## config.mk

```make
export PLATFORM = sky130hd
export DESIGN_NAME = flash_channel_chip_scheduler_unit
export DESIGN_NICKNAME = d
export VERILOG_FILES = /design/src/rtl/fccs_pkg.sv /design/src/rtl/fccs_cmd_queue.sv /design/src/rtl/fccs_engine.sv /design/src/rtl/fccs_event_buf.sv /design/src/rtl/flash_channel_chip_scheduler_unit.sv
export SDC_FILE = /design/constraint.sdc
export NUM_CORES = 2
export LEC_CHECK = 0
export BUFFER_PORTS_ARGS = -buffer_cell sky130_fd_sc_hd__buf_4
export CAP_MARGIN = 20
export CORE_MARGIN = 2
export CORE_UTILIZATION = 50
export CTS_BUF_LIST = sky130_fd_sc_hd__clkbuf_2
export DETAILED_ROUTE_END_ITERATION = 10
export GPL_TIMING_DRIVEN = 0
export PLACE_DENSITY = 0.76
export SYNTH_ARGS = -nofsm -noshare
export SYNTH_HDL_FRONTEND = slang
export SYNTH_HIERARCHICAL = 1
export SYNTH_SLANG_ARGS = --single-unit
```

## constraint.sdc

```tcl
create_clock -name clk -period 5 [get_ports clk]
set_input_delay 0.25 -clock clk [delete_from_list [all_inputs] [get_ports clk]]
set_output_delay 0.25 -clock clk [all_outputs]
set_load 0.1 [all_outputs]
```

## src/rtl/fccs_pkg.sv

```systemverilog
// ----------------------------------------------------------------------------
// fccs_pkg
// Shared types and constants of the flash channel chip scheduler.
// ----------------------------------------------------------------------------
package fccs_pkg;

  localparam int NUM_CHIPS   = 8;
  localparam int QUEUE_DEPTH = 16;
  localparam int TAG_WIDTH   = 16;
  localparam int CHIP_W      = 3;
  localparam int SLOT_W      = $clog2(QUEUE_DEPTH);
  localparam int CNT_W       = $clog2(QUEUE_DEPTH + 1);
  localparam int LIM_W       = 5;
  localparam int CIDX_W      = $clog2(NUM_CHIPS);
  localparam int CIDX_CNT_W  = $clog2(NUM_CHIPS + 1);
  localparam int ENTRY_W     = 2 + TAG_WIDTH;
  localparam int CMDQ_DEPTH  = 4;
  localparam int CMDQ_AW     = 2;

  localparam logic [1:0] CFG_READ_LAT  = 2'd0;
  localparam logic [1:0] CFG_PROG_LAT  = 2'd1;
  localparam logic [1:0] CFG_ERASE_LAT = 2'd2;
  localparam logic [1:0] CFG_QLIMIT    = 2'd3;

  localparam logic OPC_ENQUEUE = 1'b0;
  localparam logic OPC_TICK    = 1'b1;

  localparam logic [1:0] OP_READ  = 2'd0;
  localparam logic [1:0] OP_PROG  = 2'd1;
  localparam logic [1:0] OP_ERASE = 2'd2;

  localparam logic [1:0] EV_ACCEPTED  = 2'd0;
  localparam logic [1:0] EV_REJECTED  = 2'd1;
  localparam logic [1:0] EV_STARTED   = 2'd2;
  localparam logic [1:0] EV_COMPLETED = 2'd3;

  typedef struct packed {
    logic                 opcode;
    logic [CHIP_W-1:0]    chip;
    logic [1:0]           op;
    logic [TAG_WIDTH-1:0] tag;
  } cmd_t;

  typedef struct packed {
    logic [1:0]           kind;
    logic [CHIP_W-1:0]    chip;
    logic [1:0]           op;
    logic [TAG_WIDTH-1:0] tag;
    logic                 last;
  } event_t;

endpackage

```

## src/rtl/fccs_cmd_queue.sv

```systemverilog
// ----------------------------------------------------------------------------
// fccs_cmd_queue
// Short command queue between the front end and the scheduling engine.
// ----------------------------------------------------------------------------
module fccs_cmd_queue import fccs_pkg::*; (
  input  logic clk,
  input  logic rst_n,
  input  logic push,
  input  cmd_t push_data,
  output logic full,
  input  logic pop,
  output cmd_t pop_data,
  output logic empty
);
  cmd_t                mem_r [CMDQ_DEPTH];
  logic [CMDQ_AW-1:0]  wr_r, rd_r;
  logic [CMDQ_AW:0]    cnt_r;

  assign full     = (cnt_r == (CMDQ_AW+1)'(CMDQ_DEPTH));
  assign empty    = (cnt_r == '0);
  assign pop_data = mem_r[rd_r];

  always_ff @(posedge clk) begin
    if (push && !full) begin
      mem_r[wr_r] <= push_data;
    end
  end

  always_ff @(posedge clk) begin
    if (!rst_n) begin
      wr_r  <= '0;
      rd_r  <= '0;
      cnt_r <= '0;
    end else begin
      if (push && !full) wr_r <= wr_r + 1'b1;
      if (pop && !empty) rd_r <= rd_r + 1'b1;
      cnt_r <= cnt_r + (CMDQ_AW+1)'(push && !full) - (CMDQ_AW+1)'(pop && !empty);
    end
  end
endmodule

```

## src/rtl/fccs_engine.sv

```systemverilog
// ----------------------------------------------------------------------------
// fccs_engine
// Back end: runs enqueues and ticks over per-chip FIFOs, one event at a time.
// ----------------------------------------------------------------------------
module fccs_engine import fccs_pkg::*; (
  input  logic             clk,
  input  logic             rst_n,
  input  logic             cmd_valid,
  input  cmd_t             cmd,
  output logic             cmd_pop,
  input  logic [15:0]      read_lat,
  input  logic [15:0]      prog_lat,
  input  logic [15:0]      erase_lat,
  input  logic [LIM_W-1:0] qlimit,
  output logic             ev_valid,
  output event_t           ev,
  input  logic             ev_ready
);
  typedef enum logic [4:0] {
    S_IDLE  = 5'b00001,
    S_ENQ   = 5'b00010,
    S_DONE  = 5'b00100,
    S_READ  = 5'b01000,
    S_START = 5'b10000
  } state_t;

  state_t state_r, state_nxt;

  logic [ENTRY_W-1:0] store_r [NUM_CHIPS*QUEUE_DEPTH];
  logic [ENTRY_W-1:0] rd_data_r;
  logic [SLOT_W-1:0]  head_r [NUM_CHIPS];
  logic [SLOT_W-1:0]  tail_r [NUM_CHIPS];
  logic [CNT_W-1:0]   count_r [NUM_CHIPS];
  logic               busy_r [NUM_CHIPS];
  logic [31:0]        wake_r [NUM_CHIPS];
  logic [ENTRY_W-1:0] run_r [NUM_CHIPS];
  logic [31:0]        now_r;
  logic [CIDX_CNT_W-1:0] idx_r;
  cmd_t               cmd_r;
  logic               ev_valid_r;
  event_t             ev_r;

  logic [CNT_W-1:0]   lim;
  logic [CIDX_W-1:0]  ci;
  logic               due_v [NUM_CHIPS];
  logic               due, has_next_start, later_event;
  logic [1:0]         rop;
  logic [15:0]        rlat;
  logic               enq_ok;

  always_comb begin
    if (qlimit == '0) lim = CNT_W'(1);
    else if (CNT_W'(qlimit) > CNT_W'(QUEUE_DEPTH)) lim = CNT_W'(QUEUE_DEPTH);
    else lim = CNT_W'(qlimit);
  end

  function automatic logic [SLOT_W-1:0] nxt_ptr(input logic [SLOT_W-1:0] p,
                                               input logic [CNT_W-1:0] l);
    logic [CNT_W-1:0] n;
    n = CNT_W'(p) + 1'b1;
    return (n >= l) ? '0 : SLOT_W'(n);
  endfunction

  // A chip is due once now has reached its wakeup time within half the range.
  always_comb begin
    logic [31:0] dk;
    for (int k = 0; k < NUM_CHIPS; k++) begin
      dk = now_r - wake_r[k];
      due_v[k] = busy_r[k] && !dk[31];
    end
  end

  assign ci   = idx_r[CIDX_W-1:0];
  assign due  = due_v[ci];
  assign rop  = rd_data_r[ENTRY_W-1 -: 2];
  assign enq_ok = ({1'b0, cmd_r.chip} < (CHIP_W+1)'(NUM_CHIPS)) &&
                  (count_r[cmd_r.chip[CIDX_W-1:0]] < lim);

  always_comb begin
    unique case (rop)
      OP_READ:  rlat = read_lat;
      OP_PROG:  rlat = prog_lat;
      OP_ERASE: rlat = erase_lat;
      default:  rlat = '0;
    endcase
  end

  // Does any chip after ci still start this tick? Flags last event.
  always_comb begin
    has_next_start = 1'b0;
    for (int k = 0; k < NUM_CHIPS; k++) begin
      if (k > int'(ci) && !busy_r[k] && count_r[k] != '0) has_next_start = 1'b1;
    end
  end

  // During completions: another completion follows, or some chip will start.
  always_comb begin
    later_event = 1'b0;
    for (int k = 0; k < NUM_CHIPS; k++) begin
      if (k > int'(ci) && due_v[k]) later_event = 1'b1;
      if ((!busy_r[k] || due_v[k]) && count_r[k] != '0) later_event = 1'b1;
    end
  end

  logic ev_free, ev_fire;
  assign ev_free  = !ev_valid_r || ev_ready;
  assign ev_fire  = ev_free && ((state_r == S_ENQ) || (state_r == S_START) ||
                                (state_r == S_DONE && due));
  assign ev_valid = ev_valid_r;
  assign ev       = ev_r;
  assign cmd_pop  = (state_r == S_IDLE) && cmd_valid;

  always_comb begin
    state_nxt = state_r;
    unique case (state_r)
      S_IDLE:  if (cmd_valid) state_nxt = (cmd.opcode == OPC_TICK) ? S_DONE : S_ENQ;
      S_ENQ:   if (ev_free) state_nxt = S_IDLE;
      S_DONE:  if (!due || ev_free) begin
                 if (idx_r == CIDX_CNT_W'(NUM_CHIPS - 1)) state_nxt = S_READ;
               end
      S_READ:  if (idx_r == CIDX_CNT_W'(NUM_CHIPS)) state_nxt = S_IDLE;
               else if (!busy_r[ci] && count_r[ci] != '0) state_nxt = S_START;
      S_START: if (ev_free) state_nxt = S_READ;
      default: state_nxt = S_IDLE;
    endcase
  end

  always_ff @(posedge clk) begin
    if (state_r == S_ENQ && ev_free && enq_ok) begin
      store_r[{cmd_r.chip[CIDX_W-1:0], tail_r[cmd_r.chip[CIDX_W-1:0]]}] <=
        {cmd_r.op, cmd_r.tag};
    end
    rd_data_r <= store_r[{ci, head_r[ci]}];
    if (state_r == S_IDLE && cmd_valid) cmd_r <= cmd;
  end

  always_ff @(posedge clk) begin
    if (!rst_n) begin
      state_r    <= S_IDLE;
      idx_r      <= '0;
      now_r      <= '0;
      ev_valid_r <= 1'b0;
      ev_r       <= '0;
      for (int k = 0; k < NUM_CHIPS; k++) begin
        head_r[k]  <= '0;
        tail_r[k]  <= '0;
        count_r[k] <= '0;
        busy_r[k]  <= 1'b0;
        wake_r[k]  <= '0;
        run_r[k]   <= '0;
      end
    end else begin
      state_r <= state_nxt;
      if (ev_fire) ev_valid_r <= 1'b1;
      else if (ev_ready) ev_valid_r <= 1'b0;
      unique case (state_r)
        S_IDLE: begin
          idx_r <= '0;
          if (cmd_valid && cmd.opcode == OPC_TICK) now_r <= now_r + 1'b1;
        end
        S_ENQ: if (ev_free) begin
          ev_r.chip  <= cmd_r.chip;
          ev_r.op    <= cmd_r.op;
          ev_r.tag   <= cmd_r.tag;
          ev_r.last  <= 1'b1;
          if (enq_ok) begin
            ev_r.kind <= EV_ACCEPTED;
            tail_r[cmd_r.chip[CIDX_W-1:0]]  <= nxt_ptr(tail_r[cmd_r.chip[CIDX_W-1:0]], lim);
            count_r[cmd_r.chip[CIDX_W-1:0]] <= count_r[cmd_r.chip[CIDX_W-1:0]] + 1'b1;
          end else begin
            ev_r.kind <= EV_REJECTED;
          end
        end
        S_DONE: if (!due || ev_free) begin
          if (due) begin
            ev_r.kind  <= EV_COMPLETED;
            ev_r.chip  <= CHIP_W'(ci);
            ev_r.op    <= run_r[ci][ENTRY_W-1 -: 2];
            ev_r.tag   <= run_r[ci][TAG_WIDTH-1:0];
            ev_r.last  <= !later_event;
            busy_r[ci] <= 1'b0;
            wake_r[ci] <= '0;
            run_r[ci]  <= '0;
          end
          idx_r <= (idx_r == CIDX_CNT_W'(NUM_CHIPS - 1)) ? '0 : idx_r + 1'b1;
        end
        S_READ: begin
          if (idx_r != CIDX_CNT_W'(NUM_CHIPS) && (busy_r[ci] || count_r[ci] == '0)) begin
            idx_r <= idx_r + 1'b1;
          end
        end
        S_START: if (ev_free) begin
          ev_r.kind  <= EV_STARTED;
          ev_r.chip  <= CHIP_W'(ci);
          ev_r.op    <= rop;
          ev_r.tag   <= rd_data_r[TAG_WIDTH-1:0];
          ev_r.last  <= !has_next_start;
          head_r[ci]  <= nxt_ptr(head_r[ci], lim);
          count_r[ci] <= count_r[ci] - 1'b1;
          busy_r[ci]  <= 1'b1;
          run_r[ci]   <= rd_data_r;
          wake_r[ci]  <= now_r + 32'(rlat);
          idx_r       <= idx_r + 1'b1;
        end
        default: ;
      endcase
    end
  end
endmodule

```

## src/rtl/fccs_event_buf.sv

```systemverilog
// ----------------------------------------------------------------------------
// fccs_event_buf
// Result queue holding events until the consumer pops them.
// ----------------------------------------------------------------------------
module fccs_event_buf import fccs_pkg::*; (
  input  logic   clk,
  input  logic   rst_n,
  input  logic   wr_valid,
  input  event_t wr_data,
  output logic   wr_ready,
  input  logic   pop,
  output event_t rd_data,
  output logic   empty
);
  // Two-entry buffer.
  event_t          mem_r [2];
  logic            wr_r, rd_r;
  logic [1:0]      cnt_r;

  assign wr_ready = (cnt_r != 2'd2);
  assign empty    = (cnt_r == 2'd0);
  assign rd_data  = mem_r[rd_r];

  always_ff @(posedge clk) begin
    if (wr_valid && wr_ready) mem_r[wr_r] <= wr_data;
  end

  always_ff @(posedge clk) begin
    if (!rst_n) begin
      wr_r  <= 1'b0;
      rd_r  <= 1'b0;
      cnt_r <= '0;
    end else begin
      if (wr_valid && wr_ready) wr_r <= !wr_r;
      if (pop && !empty) rd_r <= !rd_r;
      cnt_r <= cnt_r + 2'(wr_valid && wr_ready) - 2'(pop && !empty);
    end
  end
endmodule

```

## src/rtl/flash_channel_chip_scheduler_unit.sv

```systemverilog
// ----------------------------------------------------------------------------
// flash_channel_chip_scheduler_unit
// Per-chip operation FIFOs with a microsecond tick that completes and starts
// flash operations on one channel.
// An enqueue is answered with one event. The engine takes a queued command
// only once the last one is done; a tick scans the chips serially, and a full
// event buffer can stall both.
// Reset: synchronous active-low; all FIFOs empty, all chips idle, time zero.
// ----------------------------------------------------------------------------
module flash_channel_chip_scheduler_unit import fccs_pkg::*; (
  input  logic                 clk,
  input  logic                 rst_n,
  input  logic                 push,
  output logic                 full,
  input  logic                 in_opcode,
  input  logic [CHIP_W-1:0]    in_chip_index,
  input  logic [1:0]           in_op_kind,
  input  logic [TAG_WIDTH-1:0] in_request_tag,
  output logic                 empty,
  input  logic                 pop,
  output logic [1:0]           out_event_kind,
  output logic [CHIP_W-1:0]    out_event_chip,
  output logic [1:0]           out_event_op,
  output logic [TAG_WIDTH-1:0] out_event_tag,
  output logic                 out_is_last,
  input  logic                 cfg_valid,
  output logic                 cfg_ready,
  input  logic [1:0]           cfg_index,
  input  logic [15:0]          cfg_data
);
  logic [15:0]      read_lat_r, prog_lat_r, erase_lat_r;
  logic [LIM_W-1:0] qlimit_r;

  // Configuration registers; always ready.
  assign cfg_ready = 1'b1;
  always_ff @(posedge clk) begin
    if (!rst_n) begin
      read_lat_r  <= 16'd50;
      prog_lat_r  <= 16'd500;
      erase_lat_r <= 16'd3000;
      qlimit_r    <= LIM_W'(QUEUE_DEPTH);
    end else if (cfg_valid) begin
      unique case (cfg_index)
        CFG_READ_LAT:  read_lat_r  <= cfg_data;
        CFG_PROG_LAT:  prog_lat_r  <= cfg_data;
        CFG_ERASE_LAT: erase_lat_r <= cfg_data;
        CFG_QLIMIT:    qlimit_r    <= cfg_data[LIM_W-1:0];
        default: ;
      endcase
    end
  end

  // Front: accept transactions into a short command queue.
  cmd_t in_cmd, q_cmd;
  logic q_empty, q_pop;
  assign in_cmd = '{opcode: in_opcode, chip: in_chip_index, op: in_op_kind,
                    tag: in_request_tag};

  fccs_cmd_queue u_cmdq (
    .clk, .rst_n,
    .push(push), .push_data(in_cmd), .full(full),
    .pop(q_pop), .pop_data(q_cmd), .empty(q_empty)
  );

  // Back: scheduling engine, then the event buffer.
  logic   ev_valid, ev_ready;
  event_t ev, buf_ev;

  fccs_engine u_eng (
    .clk, .rst_n,
    .cmd_valid(!q_empty), .cmd(q_cmd), .cmd_pop(q_pop),
    .read_lat(read_lat_r), .prog_lat(prog_lat_r), .erase_lat(erase_lat_r),
    .qlimit(qlimit_r),
    .ev_valid(ev_valid), .ev(ev), .ev_ready(ev_ready)
  );

  // Hold engine events here until the consumer pops them.
  fccs_event_buf u_evbuf (
    .clk, .rst_n,
    .wr_valid(ev_valid), .wr_data(ev), .wr_ready(ev_ready),
    .pop(pop), .rd_data(buf_ev), .empty(empty)
  );

  assign out_event_kind = buf_ev.kind;
  assign out_event_chip = buf_ev.chip;
  assign out_event_op   = buf_ev.op;
  assign out_event_tag  = buf_ev.tag;
  assign out_is_last    = buf_ev.last;
endmodule
```

---- Word level (Yosys, flattened, before mapping) ----
Memories as Yosys holds them, arrays and structs flattened. A register that Yosys moved wholly into a read port is not among the register bits.
Cells that the tools add are included.
word-level totals
  register bits ........................... 151
  bits in writable memories ............... 2952
  output and inout bits ................... 27
  word-level logic and storage cells ...... 323
  memories kept ........................... 9
memories
  name           depth  bits a word  read ports  clocked after Yosys merged registers in  write ports  RTL line              source
  u_eng.store_r  128    18           1           1                                        1            fccs_engine.sv:29     logic [ENTRY_W-1:0] store_r [NUM_CHIPS*QUEUE_DEPTH];
  u_eng.wake_r   8      32           8           0                                        8            fccs_engine.sv:35     logic [31:0] wake_r [NUM_CHIPS];
  u_eng.run_r    8      18           1           1                                        8            fccs_engine.sv:36     logic [ENTRY_W-1:0] run_r [NUM_CHIPS];
  u_cmdq.mem_r   4      22           1           1                                        1            fccs_cmd_queue.sv:15  cmd_t mem_r [CMDQ_DEPTH];
  u_evbuf.mem_r  2      24           1           1                                        1            fccs_event_buf.sv:16  event_t mem_r [2];
  u_eng.count_r  8      5            10          2                                        8            fccs_engine.sv:33     logic [CNT_W-1:0] count_r [NUM_CHIPS];
  +3 memories    -      -            -           -                                        -            -
operators by class
  $add $sub $neg .......................... 21
  magnitude comparators ................... 12
  equality and inequality tests ........... 23
  muxes and demuxes ....................... 111
  bitwise gates (word level) .............. 4
  reduce and logical (&&, ||, !) cells .... 121
operators with widths
  kind                                                 number
  subtractor 32 bit                                    8
  2-to-1 mux 24 bit                                    4
  case mux 24 bit (3 select lines)                     1
  2-to-1 mux 32 bit                                    2
  2-to-1 mux 1 bit                                     59
  2-to-1 mux 5 bit                                     11
  2-to-1 mux 3 bit                                     18
  logical AND 1 bit                                    49
  case mux 16 bit (3 select lines)                     1
  nonzero test 5 bit                                   9
  2-to-1 mux 18 bit                                    2
  adder 32 x 1 -> 32 bit, second input constant        1
  adder 32 x 16 -> 32 bit                              1
  2-to-1 mux 4 bit                                     8
  OR reduction 32 bit                                  1
  logical NOT 1 bit                                    26
  case mux 5 bit (5 select lines)                      1
  OR reduction 18 bit                                  1
  case mux 4 bit (4 select lines)                      1
  logical OR 1 bit                                     13
  greater-than comparator 3 bit, first input constant  4
  adder 4 x 1 -> 5 bit, second input constant          2
  >= comparator 5 bit                                  2
  logical NOT 5 bit                                    2
  other kinds (43)                                     65

---- Logic depth before layout (Yosys ltp) ----
An unclocked memory read counts as a cell.
  word-level depth ........................ 25
  depth in mapped cells ................... 18

---- Modules after synthesis ----
The synthesis kept the hierarchy.
modules (own cells, without submodules)
  module                             instances  cells an instance  area an instance (µm²)  sequential area each (µm²)
  fccs_engine                        1          9948               124667.1                86913.4
  fccs_cmd_queue                     1          165                3669.8                  2822.7
  flash_channel_chip_scheduler_unit  1          207                2159.6                  1061.0
  fccs_event_buf                     1          99                 2070.7                  1541.5

---- Worst setup path after synthesis ----
Ideal clock, no wire load.
  kind .................................... register to register
  start point ............................. register with a tool-made name
  end point ............................... memory u_eng/store_r[53][0] (netlist name) (enable)
  setup time .............................. 393 ps
  arrival time ............................ 4263 ps
  slack ................................... 344 ps
  stages on the path, launching flop included .. 15
  buffers on the path ..................... 3
  clock period less this slack ............ 4656 ps
  cell sequence ........................... dfxtp_1 > buf_2 > buf_1 > mux4_2 > mux2_2 > ha_1 > o31ai_2 > nand2b_1 > a21o_1 > a21o_1 > a21o_1 > nor3_2 > nand2_1 > clkbuf_1 > nor2_1
RTL lines
  item              RTL line
  end: declaration  fccs_engine.sv:29

==> flow_summary.json <==
{
  "post_synth_instance_area_um2": 132600,
  "met3WireLength_um": 81680,
  "cell_internal_pwr_mw": 43.20,
  "outcome": "complete, but fails checks",
  "comb_power_share_pct": 22.3,
  "die_area_um2": 269300,
  "slew_headroom_pct": 11.19,
  "worst_hold_slack_ps": 97.09,
  "utilization_pct": 59.85,
  "vdd_drop_max_mv": 0.4271,
  "pre_cts_slack_ps": -1794,
  "tritoncts": "yes",
  "routed-wl-met2_um": 243900,
  "grt_pass1_vias": 98630,
  "synth-seq-area-share_pct": 69.65,
  "power.static_leakage_nw": 57.89,
  "worstSetupPathDepth": 13,
  "worst_hold_startpoint": "push",
  "clock_latency_ps": 2430,
  "route.vias.total": 104200,
  "antenna_violating_nets_post_route": 0,
  "area_of_all_placed_cells_without_fillers_um2": 158200,
  "seqPwrFrac_pct": 50.6,
  "crit_required_ps": 7130,
  "flow.area_growth_from_synthesis_pct": 19.37,
  "critical_path.endpoint_type": "flop",
  "critical-path-max-stage-delay_ps": 620,
  "part_of_the_cycle_the_worst_path_needs_pct": 103.7,
  "gp_routability_congestion": 1.043,
  "number_of_warnings_reported_in_the_yosys_synthesis_log": 6,
  "netlist.top_cell.by_area": "edfxtp_1",
  "syn_area_per_cell_um2": 12.72,
  "clock_sink_count": 3130,
  "synth_fp_nets": 10750,
  "dp_hpwl_um": 404200,
  "timing.final.hold_violations": 0,
  "grt_start_max_net_pins": 36,
  "post_synth_and_or_nand_nor_area_fraction_pct": 15.03,
  "initial_core_util_pct": 50.14,
  "core_um2": 264400,
  "post-route-min-period_ps": 5184,
  "antenna_found_initial": 55,
  "synthAdderAreaFrac_pct": 2.739,
  "final_critical_path_setup_slack_ps": -184.3,
  "power.switching_fraction_pct": 33.35,
  "switchingPower_mw": 21.61,
  "max_clock_freq_ghz": 0.1929,
  "num-nets-final": 12260,
  "overall_power_consumption_mw": 64.81,
  "final-setup-viol-count": 26,
  "critical_path.cell_chain": "clkbuf_4, buf_4, mux4_2, mux2i_2, clkbuf_4, clkbuf_1, buf_8, clkbuf_2, a31oi_1, buf_4, a21oi_1, a21oi_1, nand4_1",
  "route.final.wire_length_um": 568000,
  "cellPowerDensity_nw_per_um2": 409.6,
  "hold_class": "input pin to flop",
  "critPathSlowestCell": "a21oi_1",
  "synth_async_sr_flop_share_pct": 0,
  "drcViolationCount": 0,
  "worst_r2r_setup_slack_ps": -180,
  "die_x_um": 518.9,
  "drv_cap": 0,
  "cts_inserted_buffers": 766,
  "uppermost_layer_routed": "met5",
  "netlist.area_leader.share_pct": 67.16,
  "criticalPathCategory": "flop to flop",
  "die_h_um": 518.9,
  "post_drt_via_cell_ratio": 6.494,
  "synth_seq_cells": 3130,
  "port_buffers": 70,
  "setup.worst_path.start_class": "flop",
  "r2r.worst_path.cells": 13,
  "global_route_wire_length_before_repair_um": 766200,
  "netlist_instances": 10420,
  "cts_root_buffer": "clkbuf_2",
  "synth_cell_type_count": 94,
  "synth.top_cells.by_area": "edfxtp_1, nand2_1, a311oi_1",
  "placed_cell_area_um2": 145900,
  "post_synth_xor_area_fraction_pct": 0.4889,
  "critical_path.n_buffers_inverters": 7,
  "slew_viol_final": 0,
  "synth.mux.area_fraction_pct": 2.759,
  "htree_num_levels": 6,
  "finalSetupTns_ps": -1789,
  "critical_path.reg2reg.endpoint": "u_eng/rd_data_r[3]$_DFF_P_",
  "main_combinational_cell_family_by_area_after_synthesis": "simple AND/OR/NAND/NOR gates",
  "final_cell_count_no_fill": 16050,
  "drt_pass1_iterations": 7,
  "power.clock.fraction_pct": 27.1,
  "complex_gate_fraction_of_the_synthesized_area_pct": 6.477,
  "timing.critical_path.arrival_ps": 7310,
  "remaining_global_route_overflow": 0,
  "detail_route.wl_per_cell_um": 35.40,
  "cp_max_fo": 10,
  "global_route_usage_over_all_layers_pct": 41.22,
  "top_family_by_delay_on_critical_path": "buffers and inverters",
  "clockBufferDepth": 4,
  "violations_in_the_final_reports": "setup timing",
  "ys_dominant_reg_cell": "edfxtp_1",
  "drt_iter0_markers": 17420,
  "fin_worst_skew_ps": 252.0,
  "cts.clk_slew.worst_paths_ps": 130,
  "numPlacedInstances": 14390,
  "detail_route.wirelength.met1_um": 187000,
  "hold_crit_depth": 7,
  "layout-drive-gt1-share_pct": 20.16,
  "worstMarginPinSlew_ps": 1329,
  "placementRows": 189,
  "synth_enable_flop_cells": 2965,
  "io_pins": 72,
  "hold_end": "u_cmdq/wr_r[1]$_SDFFE_PN0P_"
}
## Yosys cell counts, types with 13 or more instances
| library cell | number |
|---|---|
| edfxtp_1 | 2965 |
| nand2_1 | 2580 |
| nand3_1 | 652 |
| nor2_1 | 582 |
| clkbuf_1 | 484 |
| a311oi_1 | 478 |
| and3_1 | 459 |
| ha_1 | 287 |
| inv_1 | 287 |
| a21oi_1 | 258 |
| dfxtp_1 | 165 |
| mux2i_1 | 104 |
| a31oi_1 | 102 |
| mux4_2 | 94 |
| buf_2 | 92 |
| o21ai_0 | 91 |
| nor3_1 | 81 |
| a211oi_1 | 74 |
| nand4_1 | 60 |
| buf_1 | 55 |
| xnor2_1 | 46 |
| nor2b_1 | 30 |
| a21o_1 | 28 |
| xor2_1 | 28 |
| or3_1 | 25 |
| a221oi_1 | 21 |
| and2_1 | 20 |
| mux2_4 | 20 |
| o211ai_1 | 20 |
| o22ai_1 | 18 |
| nand2b_1 | 17 |
| mux2_2 | 13 |
## power groups by stage
stage	combinational (mW)	clock (mW)	sequential [mW]
6_report	14.5	17.5	32.8
5_1_grt	14.5	18.8	32.8
4_1_cts	13.7	17.5	32.8
3_5_place_dp	13.4	0	33.3
3_3_place_gp	6.39	0	37.7
2_1_floorplan	3.79	0	34.6
## area by class of cell
cell class              instances  area (um2)
well taps                    3533        4420
plain buffers                 639        2960
flip-flops and latches       3130       92370
diodes                         28       70.07
repair buffers                746       11180
multi-input cells            6353       39130
fillers                     20490      106100
clock inverters               216        1455
clock buffers                1111        5560
inverters                     290        1091
## state kept, by name, summed over array words and instances, names as in the netlist, 24 cells and up, named ones only
name / count
u_cmdq/mem_r: 88
u_eng/count_r: 40
u_eng/ev: 24
u_eng/head_r: 32
u_eng/now_r: 32
u_eng/run_r: 144
u_eng/store_r: 2304
u_eng/tail_r: 32
u_eng/wake_r: 256
u_evbuf/mem_r: 48
## tightest hold or removal path: cells and delay by family
| kind | cells | cell delay (ps) |
|---|---|---|
| multiplexers | 1 | 80 |
| AND/OR/NAND/NOR | 1 | 120 |
| buffers and inverters | 5 | 1880 |
## metal layers
layer | track usage (%) | vias up
met5 | 0 | -
met4 | 32.63 | 30
met3 | 13.72 | 2105
met2 | 60.73 | 9348
met1 | 49.78 | 50640
li1 | - | 42080
## layout by cell type, fill, tap and decap left out, types with 128 or more instances in the layout
cell,instances
clkinv_1,136
clkbuf_2,1224
buf_12,151
and3_1,459
edfxtp_1,2965
a311oi_1,354
dlygate4sd3_1,201
a21oi_1,248
nand2_1,2569
buf_16,142
nor2_4,128
nor2_1,451
clkbuf_1,351
ha_1,287
nand3_1,642
inv_1,287
buf_4,187
dfxtp_1,143
## repair_timing
action	CTS	global route
endpoints found under the hold margin	781	0
setup buffers	65	34
gates cloned	3	0
hold buffers	201	0
endpoints found under the setup margin	2945	503
pin swaps	49	18
resized for setup	309	157
## how the worst max path moves through the flow
stage | startpoint | endpoint
after global routing | flop | u_eng/rd_data_r[17]$_DFF_P_
after global placement | flop | u_eng/store_r[85][1]$_DFFE_PP_
final | flop | u_eng/rd_data_r[3]$_DFF_P_
after CTS | u_eng/rd_data_r[17]$_DFF_P_ | u_eng/wake_r[3][24]$_SDFFCE_PN0P_
after floorplan | flop | u_eng/store_r[53][0]$_DFFE_PP_
after detailed placement | flop | u_eng/rd_data_r[10]$_DFF_P_
## kinds of logic after synthesis
family	after synthesis
simple gates	4573
flops	3130
compound gates	1180
buf+inv	939
fa+ha+maj	289
mux	233
xor+xnor	74
other cells	1
Note: power is estimated with default switching activity, not from simulation.
